==> src/design/kvt_pkg.sv <==
// ----------------------------------------------------------------------------
// kvt_pkg: shared definitions for the keyed value table
// Operation and status codes, port widths, default sizes and the command and
// status bundles between the controller and the datapath.
// ----------------------------------------------------------------------------
`default_nettype none

package kvt_pkg;

	localparam int FUNC_W   = 3;
	localparam int KEY_W    = 32;
	localparam int VALUE_W  = 64;
	localparam int STATUS_W = 3;

	localparam int DEF_TABLE_DEPTH = 64;
	localparam int DEF_KEY_BITS    = 32;

	// Operation codes.
	localparam logic [FUNC_W-1:0] FN_LOOKUP   = 3'd0;
	localparam logic [FUNC_W-1:0] FN_SET      = 3'd1;
	localparam logic [FUNC_W-1:0] FN_CLEAR    = 3'd2;
	localparam logic [FUNC_W-1:0] FN_ALLOC    = 3'd3;
	localparam logic [FUNC_W-1:0] FN_LOOK_SET = 3'd4;

	// Result status codes.
	localparam logic [STATUS_W-1:0] ST_OK        = 3'd0;
	localparam logic [STATUS_W-1:0] ST_NOT_SET   = 3'd1;
	localparam logic [STATUS_W-1:0] ST_ABSENT    = 3'd2;
	localparam logic [STATUS_W-1:0] ST_KEY_ZERO  = 3'd3;
	localparam logic [STATUS_W-1:0] ST_TOO_LARGE = 3'd4;
	localparam logic [STATUS_W-1:0] ST_FULL      = 3'd5;

	// How the datapath forms the result when an operation finishes.
	localparam logic [1:0] FIN_DIRECT = 2'd0;
	localparam logic [1:0] FIN_HIT    = 2'd1;
	localparam logic [1:0] FIN_MISS   = 2'd2;

	typedef struct packed {
		logic       load;
		logic       scan_start;
		logic       scan_run;
		logic       clr_run;
		logic       grab_hit;
		logic       read_hit;
		logic       finish;
		logic [1:0] fin_mode;
	} cmd_t;

	typedef struct packed {
		logic [FUNC_W-1:0] func;
		logic              key_zero;
		logic              full;
		logic              key_match;
		logic              rd_pend;
		logic              scan_end;
	} stat_t;

endpackage

`default_nettype wire

==> src/design/kvt_ctrl.sv <==
// ----------------------------------------------------------------------------
// kvt_ctrl: operation sequencer for the keyed value table
// Accepts words, steps the datapath through scan, read-back or clear sweep,
// and owns the output valid flag.
// ----------------------------------------------------------------------------
`default_nettype none

module kvt_ctrl (
	input  wire logic           clk,
	input  wire logic           arst_n,
	input  wire logic           in_valid,
	output logic                in_ready,
	output logic                out_valid,
	input  wire logic           out_ready,
	output kvt_pkg::cmd_t       cmd,
	input  wire kvt_pkg::stat_t stat
);

	localparam logic [2:0] S_IDLE     = 3'd0;
	localparam logic [2:0] S_DISPATCH = 3'd1;
	localparam logic [2:0] S_SCAN     = 3'd2;
	localparam logic [2:0] S_READ     = 3'd3;
	localparam logic [2:0] S_HIT      = 3'd4;
	localparam logic [2:0] S_MISS     = 3'd5;
	localparam logic [2:0] S_CLEAR    = 3'd6;

	logic [2:0] state_q;
	logic [2:0] state_d;
	logic       out_valid_q;
	logic       out_free;

	assign out_free  = !out_valid_q || out_ready;
	assign in_ready  = (state_q == S_IDLE);
	assign out_valid = out_valid_q;

	always_comb begin
		cmd      = '0;
		cmd.fin_mode = kvt_pkg::FIN_DIRECT;
		state_d  = state_q;
		case (state_q)
			S_IDLE: begin
				if (in_valid) begin
					cmd.load = 1'b1;
					state_d  = S_DISPATCH;
				end
			end
			S_DISPATCH: begin
				if (stat.func == kvt_pkg::FN_CLEAR) begin
					cmd.scan_start = 1'b1;
					state_d        = S_CLEAR;
				end else if ((stat.func == kvt_pkg::FN_LOOKUP ||
						stat.func == kvt_pkg::FN_SET ||
						stat.func == kvt_pkg::FN_LOOK_SET) && !stat.key_zero) begin
					cmd.scan_start = 1'b1;
					state_d        = S_SCAN;
				end else if (out_free) begin
					cmd.finish = 1'b1;
					state_d    = S_IDLE;
				end
			end
			S_SCAN: begin
				cmd.scan_run = 1'b1;
				if (stat.key_match) begin
					cmd.grab_hit = 1'b1;
					state_d      = S_READ;
				end else if (!stat.rd_pend && stat.scan_end) begin
					state_d = S_MISS;
				end
			end
			S_READ: begin
				cmd.read_hit = 1'b1;
				state_d      = S_HIT;
			end
			S_HIT: begin
				cmd.fin_mode = kvt_pkg::FIN_HIT;
				if (out_free) begin
					cmd.finish = 1'b1;
					state_d    = S_IDLE;
				end
			end
			S_MISS: begin
				cmd.fin_mode = kvt_pkg::FIN_MISS;
				if (out_free) begin
					cmd.finish = 1'b1;
					state_d    = S_IDLE;
				end
			end
			S_CLEAR: begin
				cmd.clr_run = 1'b1;
				if (stat.scan_end && out_free) begin
					cmd.finish = 1'b1;
					state_d    = S_IDLE;
				end
			end
			default: begin
				state_d = S_IDLE;
			end
		endcase
	end

	always_ff @(posedge clk or negedge arst_n) begin
		if (!arst_n) begin
			state_q     <= S_IDLE;
			out_valid_q <= 1'b0;
		end else begin
			state_q <= state_d;
			if (cmd.finish) begin
				out_valid_q <= 1'b1;
			end else if (out_ready) begin
				out_valid_q <= 1'b0;
			end
		end
	end

	a_finish_free: assert property (@(posedge clk) disable iff (!arst_n)
		cmd.finish |-> (!out_valid_q || out_ready))
		else $error("result written over an untaken word");

	a_read_after_match: assert property (@(posedge clk) disable iff (!arst_n)
		(state_q == S_READ) |-> $past(stat.key_match))
		else $error("read-back entered without a key match");

	a_load_only_idle: assert property (@(posedge clk) disable iff (!arst_n)
		cmd.load |=> (state_q == S_DISPATCH && !out_valid_q) || $past(out_valid_q))
		else $error("operand load outside idle");

endmodule

`default_nettype wire
==> config.mk <==
export PLATFORM = sky130hd
export DESIGN_NAME = kvt_ctrl
export DESIGN_NICKNAME = d
export VERILOG_FILES = /design/src/design/kvt_pkg.sv /design/src/design/kvt_ctrl.sv
export SDC_FILE = /design/constraint.sdc
export NUM_CORES = 1
export LEC_CHECK = 0
export BUFFER_PORTS_ARGS = -buffer_cell sky130_fd_sc_hd__buf_2
export CORE_AREA = 4 4 41 43
export CTS_CLUSTER_SIZE = 10
export DETAILED_ROUTE_END_ITERATION = 8
export DIE_AREA = 0 0 45 47
export PLACE_DENSITY = 0.6
export SYNTH_ARGS = -nofsm -noshare
export SYNTH_HDL_FRONTEND = slang
export SYNTH_SLANG_ARGS = --single-unit
==> constraint.sdc <==
create_clock -name clk -period 3.75 [get_ports clk]
set_input_delay 0.75 -clock clk [delete_from_list [all_inputs] [get_ports clk]]
set_output_delay 0.75 -clock clk [all_outputs]
set_load 0.1 [all_outputs]
# Word level (Yosys, flattened, before mapping)
# Index checks and enable logic that the tools add are counted.
# Widths: inputs -> output; s select.
[classes] n_mux=26 reduce_logical=14 eq_ne=12
[ops] cell="$mux 3" count=7
[ops] cell="$pmux 3 s6" count=1
[ops] cell="$mux 1" count=16
[ops] cell="$eq 3x3->1 const B" count=4
[ops] cell="$eq 3x2->1 const B" count=3
[ops] cell="$eq 3x1->1 const B" count=2
[ops] cell="$logic_not 3->1" count=2
[ops] cell="$ne 2x2->1 const B" count=2
[ops] cell="$pmux 2 s2" count=1
[ops] cell="$logic_and 1x1->1" count=3
[ops] cell="$logic_not 1->1" count=3
[ops] cell="$logic_or 1x1->1" count=3
[ops] cell="$ne 3x3->1 const B" count=1
[ops] cell="$pmux 1 s3" count=1
[ops] cell="$reduce_and 3->1" count=1
[ops] cell="$reduce_bool 2->1" count=1
[ops] cell="$reduce_or 2->1" count=1
[totals] regBits=4 inputBits=12 word_cells=54 out_inout_bits=11

# Depth between registers and ports, before layout
# Gate-level depths: netlist (run 1).
[depth] word_depth=8 mapped_depth=5 depth_no_buf=4

# Least setup slack after synthesis (run 1)
# Ideal clock, no wire load.
[synth_timing] path_type="register -> output" from="register state_q[2]" to="output port cmd[8] in the netlist's numbering" stages_incl_launch_ff=4 required_ns=3.000 path_buffers=1 slack_ns=-0.599 arrival_ns=3.599 path_cell_list="dfrtp_1 buf_2 nor3_1 and2_1"
[synth_rtl] element="start, declared" line_no="kvt_ctrl.sv:27" rtl="logic [2:0] state_q;"
[synth_rtl] element="start signal, assigned" line_no="kvt_ctrl.sv:106" rtl="state_q <= state_d;"
[synth_rtl] element="end, declared" line_no="kvt_ctrl.sv:15" rtl="output kvt_pkg::cmd_t cmd,"

==> impl_metrics.prom, run 1 <==
# TYPE chip_impl_metric gauge
chip_impl_info{name="run_status",value="finished, final reports clean"} 1
chip_impl_metric{name="clk-insertion-delay-late",unit="ns"} 0.24
chip_impl_metric{name="worstMarginPinSlew",unit="ns"} 0.489
chip_impl_metric{name="largest_net_degree_at_the_start_of_global_routing",unit=""} 12
chip_impl_metric{name="synthToLayoutAreaGrowth",unit="%"} 43.1
chip_impl_metric{name="clockBufferDepth",unit=""} 2
chip_impl_metric{name="setup_total_negative_slack",unit="ns"} 0
chip_impl_metric{name="numPortBuffers",unit=""} 21
chip_impl_metric{name="cp_max_fo",unit=""} 3
chip_impl_info{name="post-synth-top-area-cell",value="sky130_fd_sc_hd__dfrtp_1"} 1
chip_impl_info{name="synth_flop_cell",value="sky130_fd_sc_hd__dfrtp_1"} 1
chip_impl_metric{name="final_cell_count_no_fill",unit=""} 82
chip_impl_metric{name="postCtsHoldBufs",unit=""} 0
chip_impl_metric{name="cell_area_after_technology_mapping",unit="µm²"} 328
chip_impl_metric{name="synth.yosys.warnings",unit=""} 0
chip_impl_metric{name="fp.dieArea",unit="mm²"} 0.00212
chip_impl_info{name="worst_r2r_startpoint",value="state_q[0]$_DFFE_PN0P_"} 1
chip_impl_metric{name="dpl_worst_slack",unit="ns"} 1.12
chip_impl_metric{name="fin_skew",unit="ns"} 0.00431
chip_impl_metric{name="cts_sinks",unit=""} 4
chip_impl_metric{name="setup_ws",unit="ns"} 1.12
chip_impl_metric{name="drive_above_1_share",unit="%"} 40.3
chip_impl_info{name="synthTopCellsByArea",value="sky130_fd_sc_hd__dfrtp_1 (31%), sky130_fd_sc_hd__nor3_1 (6.1%), sky130_fd_sc_hd__nand2_1 (5.7%)"} 1
chip_impl_metric{name="rrSetupSlack",unit="ns"} 2.37
chip_impl_metric{name="post_synth.cell_area_avg",unit="µm²"} 7.28
chip_impl_metric{name="fp.dieH",unit="µm"} 47
chip_impl_metric{name="critical_path_required",unit="ns"} 3.00
chip_impl_metric{name="cts-htree-levels",unit=""} 1
chip_impl_metric{name="seq_area_frac_synth",unit="%"} 30.5
chip_impl_metric{name="yosys_register_bits",unit=""} 4
chip_impl_metric{name="io-pin-count",unit=""} 23
chip_impl_metric{name="slew_viol_final",unit=""} 0
chip_impl_metric{name="placementRows",unit=""} 13
chip_impl_metric{name="grtUsageTotal",unit="%"} 9.67
chip_impl_metric{name="num-nets-final",unit=""} 81
chip_impl_metric{name="synthDistinctLibCells",unit=""} 22
chip_impl_info{name="cts_tree",value="done"} 1
chip_impl_metric{name="cap_viol_max_count",unit=""} 0
chip_impl_metric{name="drtIter0Drc",unit=""} 7
chip_impl_info{name="grt_setup_unrepaired",value="no"} 1
chip_impl_metric{name="maxClockFrequency",unit="MHz"} 380
chip_impl_info{name="worstSetupStartpointType",value="primary input"} 1
chip_impl_metric{name="drt-vias-per-instance",unit=""} 4.67
chip_impl_metric{name="route.final.wire_length",unit="µm"} 885
chip_impl_metric{name="grt_overflow",unit=""} 0
chip_impl_metric{name="arrival",unit="ns"} 1.88
chip_impl_metric{name="drtPass1Iterations",unit=""} 2
chip_impl_metric{name="layout.core_utilization",unit="%"} 36.1
chip_impl_metric{name="cts_made_buffers",unit=""} 3
chip_impl_metric{name="finalWorstPathRequiredPeriod",unit="ns"} 2.63
chip_impl_metric{name="wire_length_of_the_first_global_routing_pass",unit="µm"} 1420
chip_impl_metric{name="dp.final_hpwl",unit="µm"} 712
chip_impl_metric{name="synth_top_cell_area_share",unit="%"} 30.5
chip_impl_metric{name="globalplace.congestion",unit=""} 0.794
chip_impl_metric{name="async_reset_ff_share",unit="%"} 100
chip_impl_metric{name="setup_viol_count_final",unit=""} 0
chip_impl_metric{name="num_antenna_cells",unit=""} 0
chip_impl_metric{name="die-width",unit="µm"} 45
chip_impl_metric{name="final.period_utilization",unit="%"} 70.2
chip_impl_metric{name="synthesis.instances",unit=""} 45
chip_impl_info{name="synth.cells.most_frequent",value="sky130_fd_sc_hd__nand2_1 (5), sky130_fd_sc_hd__nor2_1 (5), sky130_fd_sc_hd__dfrtp_1 (4), sky130_fd_sc_hd__inv_1 (4), sky130_fd_sc_hd__nor3_1 (4)"} 1
chip_impl_metric{name="grt_pass1_vias",unit=""} 358
chip_impl_metric{name="post-cts-setup-buffer-count",unit=""} 0
chip_impl_info{name="ctsRootBufferMaster",value="sky130_fd_sc_hd__clkbuf_4"} 1
chip_impl_metric{name="rr_worst_depth",unit=""} 4
chip_impl_metric{name="drcViolationCount",unit=""} 0
chip_impl_metric{name="synth_enable_flop_cells",unit=""} 0
chip_impl_metric{name="postCtsResizedCells",unit=""} 0
chip_impl_metric{name="relSlewSlack",unit="%"} 67.6
chip_impl_metric{name="clk_pin_slew_worst_paths",unit="ns"} 0.04
chip_impl_metric{name="floorplan.initialDensity",unit="%"} 25.2
chip_impl_metric{name="total_via_count_in_the_routed_design",unit=""} 383
chip_impl_metric{name="hold_viol",unit=""} 0
chip_impl_info{name="worstSetupEndpointType",value="output pin"} 1
chip_impl_info{name="critical_path.reg2reg.endpoint",value="state_q[2]$_DFFE_PN0P_"} 1
chip_impl_info{name="crit_type",value="in -> out"} 1
chip_impl_metric{name="antenna_violations_before_repair",unit=""} 0
chip_impl_metric{name="routed_wire_length_per_instance",unit="µm"} 10.8
chip_impl_metric{name="core_area",unit="mm²"} 0.00130
chip_impl_metric{name="place.detailed.instances",unit=""} 79
chip_impl_info{name="min_path_type",value="in -> async"} 1
chip_impl_metric{name="drt.antenna.violating_nets",unit=""} 0
chip_impl_metric{name="mappedNetlistNets",unit=""} 57
cell families (layout without fill, tap and decap cells):
| kind of cell | after synthesis | in the layout | synth area share (%) |
|---|---|---|---|
| simple gates | 24 | 24 | 37.8 |
| compound gates | 11 | 11 | 24.0 |
| buf+inv | 6 | 28 | 7.63 |
| flops | 4 | 4 | 30.5 |
through the flow:
stage          area [µm²]  hold WS (ns)
2_1_floorplan         333         0.454
3_3_place_gp          447         0.556
3_5_place_dp          447         0.555
4_1_cts               469         0.307
5_1_grt               469         0.304
6_report              469         0.307
layout make-up:
cell class	count	area [µm²]
Multi-Input combinational cell	35	208
Fill cell	153	832
Timing Repair Buffer	21	105
Sequential cell	4	100
Tap cell	15	18.8
Inverter	4	15.0
Clock buffer	3	22.5
per-layer routing:
| metal | global-route usage [%] | up-vias | routed length [µm] |
|---|---|---|---|
| met4 | 8.77 | 0 | 0 |
| li1 | - | 205 | - |
| met1 | 11.7 | 161 | 401 |
| met5 | 0 | - | 0 |
| met3 | 4.60 | 0 | 75 |
| met2 | 12.4 | 17 | 407 |
flip-flops by register name, summed over array words and instances, names as in the netlist:
| signal | count |
|---|---|
| out_valid | 1 |
| state_q | 3 |
cells in the final DEF, fill, tap and decap left out:
cell                       instances
sky130_fd_sc_hd__nand2b_2          1
sky130_fd_sc_hd__nor2_1            5
sky130_fd_sc_hd__inv_1             4
sky130_fd_sc_hd__nor4_1            1
sky130_fd_sc_hd__a211oi_2          1
sky130_fd_sc_hd__o21ai_1           1
sky130_fd_sc_hd__o221ai_1          1
sky130_fd_sc_hd__nor3_1            3
sky130_fd_sc_hd__and2_1            2
sky130_fd_sc_hd__buf_2            21
sky130_fd_sc_hd__nor3b_1           1
sky130_fd_sc_hd__and3_1            1
sky130_fd_sc_hd__a221o_1           1
sky130_fd_sc_hd__nor2b_1           2
sky130_fd_sc_hd__clkbuf_4          3
sky130_fd_sc_hd__a211oi_1          1
sky130_fd_sc_hd__nor3_2            1
sky130_fd_sc_hd__o21ai_0           2
sky130_fd_sc_hd__a21oi_1           2
sky130_fd_sc_hd__nand2_1           5
sky130_fd_sc_hd__nand2b_1          2
sky130_fd_sc_hd__o22ai_1           1
sky130_fd_sc_hd__a22o_1            1
sky130_fd_sc_hd__dfrtp_1           4
how the worst max path moves through the flow:
stage | slack [ns] | start | to
after detailed placement | 1.12 | stat[7] | cmd[7]
final | 1.12 | stat[7] | cmd[7]
after floorplan | 0.15 | stat[2] | cmd[4]
after global routing | 0.94 | stat[7] | cmd[7]
after global placement | 1.11 | stat[7] | cmd[7]
after CTS | 1.12 | stat[7] | cmd[7]
worst max-delay path: stages:
cell                      delay, ns
sky130_fd_sc_hd__buf_2         0.10
sky130_fd_sc_hd__nor3b_1       0.31
sky130_fd_sc_hd__o21ai_1       0.14
sky130_fd_sc_hd__nor2_1        0.13
sky130_fd_sc_hd__buf_2         0.45
Power of run 1 is not shown: default switching activity piles up to over one toggle a cycle in this logic, so the estimate is an artifact.
==> run 2: changes to the inputs <==
clock period = 2.5 ns   (was 3.75 ns; I/O delays follow)
==> run 2 against run 1 <==
  * Via count is 3.4% higher
  * Critical path type is now reg -> out
  * Sequential cell count stayed put
  * Sequential share of layout area decreased by 0.28 points
  * Critical path depth did not move
==> impl_metrics.prom, run 2 (synthesis gave the netlist of run 1 again) <==
# TYPE chip_impl_metric gauge
chip_impl_info{name="final_common_cell",value="sky130_fd_sc_hd__buf_2"} 1
chip_impl_metric{name="layout.core_utilization",unit="%"} 36.5
chip_impl_info{name="critical_path.reg2reg.endpoint",value="state_q[2]$_DFFE_PN0P_"} 1
chip_impl_metric{name="cts_sinks",unit=""} 4
chip_impl_metric{name="place.detailed.instances",unit=""} 79
chip_impl_info{name="worstSetupStartpointType",value="register"} 1
chip_impl_metric{name="cp_max_fo",unit=""} 10
chip_impl_metric{name="synthToLayoutAreaGrowth",unit="%"} 45.0
chip_impl_metric{name="postCtsHoldBufs",unit=""} 0
chip_impl_metric{name="final.period_utilization",unit="%"} 91.8
chip_impl_metric{name="fp.dieArea",unit="mm²"} 0.00212
chip_impl_metric{name="filler_cell_count",unit=""} 155
chip_impl_metric{name="globalplace.congestion",unit=""} 0.839
chip_impl_info{name="crit_type",value="reg -> out"} 1
chip_impl_metric{name="post-cts-setup-buffer-count",unit=""} 0
chip_impl_metric{name="wire_length_of_the_first_global_routing_pass",unit="µm"} 1430
chip_impl_info{name="ctsRootBufferMaster",value="sky130_fd_sc_hd__clkbuf_4"} 1
chip_impl_info{name="cts_tree",value="done"} 1
chip_impl_info{name="min_path_type",value="in -> async"} 1
chip_impl_metric{name="maxClockFrequency",unit="MHz"} 436
chip_impl_metric{name="arrival",unit="ns"} 1.79
chip_impl_metric{name="antenna_violations_before_repair",unit=""} 0
chip_impl_info{name="worst_r2r_startpoint",value="state_q[0]$_DFFE_PN0P_"} 1
chip_impl_metric{name="final_cell_count_no_fill",unit=""} 82
chip_impl_metric{name="setup_viol_count_final",unit=""} 0
chip_impl_metric{name="postCtsResizedCells",unit=""} 0
chip_impl_metric{name="fin_skew",unit="ns"} 0.00802
chip_impl_metric{name="drtIter0Drc",unit=""} 6
chip_impl_metric{name="grtUsageTotal",unit="%"} 9.52
chip_impl_metric{name="num_antenna_cells",unit=""} 0
chip_impl_metric{name="route.final.wire_length",unit="µm"} 892
chip_impl_metric{name="cts-htree-levels",unit=""} 1
chip_impl_metric{name="drive_above_1_share",unit="%"} 43.3
chip_impl_metric{name="cts_made_buffers",unit=""} 3
chip_impl_info{name="most-common-layout-cells",value="sky130_fd_sc_hd__buf_2 (21), sky130_fd_sc_hd__nand2_1 (5), sky130_fd_sc_hd__nor2_1 (4), sky130_fd_sc_hd__inv_1 (4), sky130_fd_sc_hd__dfrtp_1 (4)"} 1
chip_impl_info{name="max_flop_register",value="state_q"} 1
chip_impl_metric{name="rrSetupSlack",unit="ns"} 1.11
chip_impl_metric{name="cap_viol_max_count",unit=""} 0
chip_impl_metric{name="total_via_count_in_the_routed_design",unit=""} 396
chip_impl_metric{name="floorplan.initialDensity",unit="%"} 25.2
chip_impl_metric{name="drt-vias-per-instance",unit=""} 4.83
chip_impl_metric{name="critical_path_required",unit="ns"} 2.00
chip_impl_metric{name="clk_pin_slew_worst_paths",unit="ns"} 0.04
chip_impl_metric{name="drt.antenna.violating_nets",unit=""} 0
chip_impl_metric{name="setup_total_negative_slack",unit="ns"} 0
chip_impl_info{name="run_status",value="finished, final reports clean"} 1
chip_impl_metric{name="core_area",unit="mm²"} 0.00130
chip_impl_metric{name="routed_wire_length_per_instance",unit="µm"} 10.9
chip_impl_metric{name="largest_net_degree_at_the_start_of_global_routing",unit=""} 12
chip_impl_metric{name="numPortBuffers",unit=""} 21
chip_impl_metric{name="flip_flop_count_of_the_largest_register_after_layout",unit=""} 3
chip_impl_metric{name="slew_viol_final",unit=""} 0
chip_impl_metric{name="io-pin-count",unit=""} 23
chip_impl_metric{name="placementRows",unit=""} 13
chip_impl_metric{name="clockBufferDepth",unit=""} 2
chip_impl_metric{name="num-nets-final",unit=""} 81
chip_impl_metric{name="clk-insertion-delay-late",unit="ns"} 0.23
chip_impl_metric{name="dp.final_hpwl",unit="µm"} 688
chip_impl_metric{name="drcViolationCount",unit=""} 0
chip_impl_metric{name="finalWorstPathRequiredPeriod",unit="ns"} 2.29
chip_impl_metric{name="worstMarginPinSlew",unit="ns"} 0.490
chip_impl_metric{name="fp.dieH",unit="µm"} 47
chip_impl_metric{name="die-width",unit="µm"} 45
chip_impl_metric{name="relSlewSlack",unit="%"} 67.6
chip_impl_metric{name="drtPass1Iterations",unit=""} 4
chip_impl_metric{name="grt_overflow",unit=""} 0
chip_impl_info{name="worstSetupEndpointType",value="output pin"} 1
chip_impl_metric{name="fin_hold_ws",unit="ns"} 0.0597
chip_impl_info{name="grt_setup_unrepaired",value="no"} 1
chip_impl_metric{name="grt_pass1_vias",unit=""} 368
chip_impl_metric{name="rr_worst_depth",unit=""} 4
chip_impl_metric{name="hold_viol",unit=""} 0
## run 2: area by class of cell
| type | instances | area, µm² | share of cell area [%] |
|---|---|---|---|
| Multi-Input combinational cell | 35 | 214 | 45.0 |
| Timing Repair Buffer | 21 | 105 | 22.1 |
| Sequential cell | 4 | 100 | 21.1 |
| Clock buffer | 3 | 22.5 | 4.74 |
| Tap cell | 15 | 18.8 | 3.95 |
| Inverter | 4 | 15.0 | 3.16 |
## run 2: per-stage QoR
| step | worst slack, ns | area [µm²] |
|---|---|---|
| finish | 0.205 | 475 |
| global route | 0.0761 | 475 |
| CTS | 0.212 | 475 |
| detailed placement | 0.378 | 453 |
| global placement | 0.371 | 453 |
| floorplan | -0.677 | 339 |
## run 2: how the worst max path moves through the flow
| stage | from | to | slack [ns] | depth (start not counted) |
|---|---|---|---|---|
| detailed placement | stat[7] | cmd[7] | 0.38 | 5 |
| global placement | stat[7] | cmd[7] | 0.37 | 5 |
| finish | state_q[1]$_DFFE_PN0P_ | cmd[2] | 0.21 | 5 |
| floorplan | state_q[0]$_DFFE_PN0P_ | cmd[4] | -0.68 | 2 |
| global route | state_q[1]$_DFFE_PN0P_ | cmd[2] | 0.08 | 5 |
| CTS | state_q[1]$_DFFE_PN0P_ | cmd[2] | 0.21 | 5 |
## run 2: per-layer routing
| layer | routed length, µm | GRT usage (%) |
|---|---|---|
| met2 | 439 | 13.6 |
| met4 | 0 | 9.36 |
| met1 | 406 | 11.5 |
| met5 | 0 | 0 |
| met3 | 45 | 2.30 |
## run 2: worst max-delay path, cell delays in order (launching register included)
cell,delay [ns]
sky130_fd_sc_hd__dfrtp_1,0.49
sky130_fd_sc_hd__nand2b_1,0.24
sky130_fd_sc_hd__nor3_1,0.20
sky130_fd_sc_hd__a21oi_1,0.09
sky130_fd_sc_hd__a21oi_2,0.12
sky130_fd_sc_hd__buf_2,0.43
Power of run 2 is left out for the same reason.
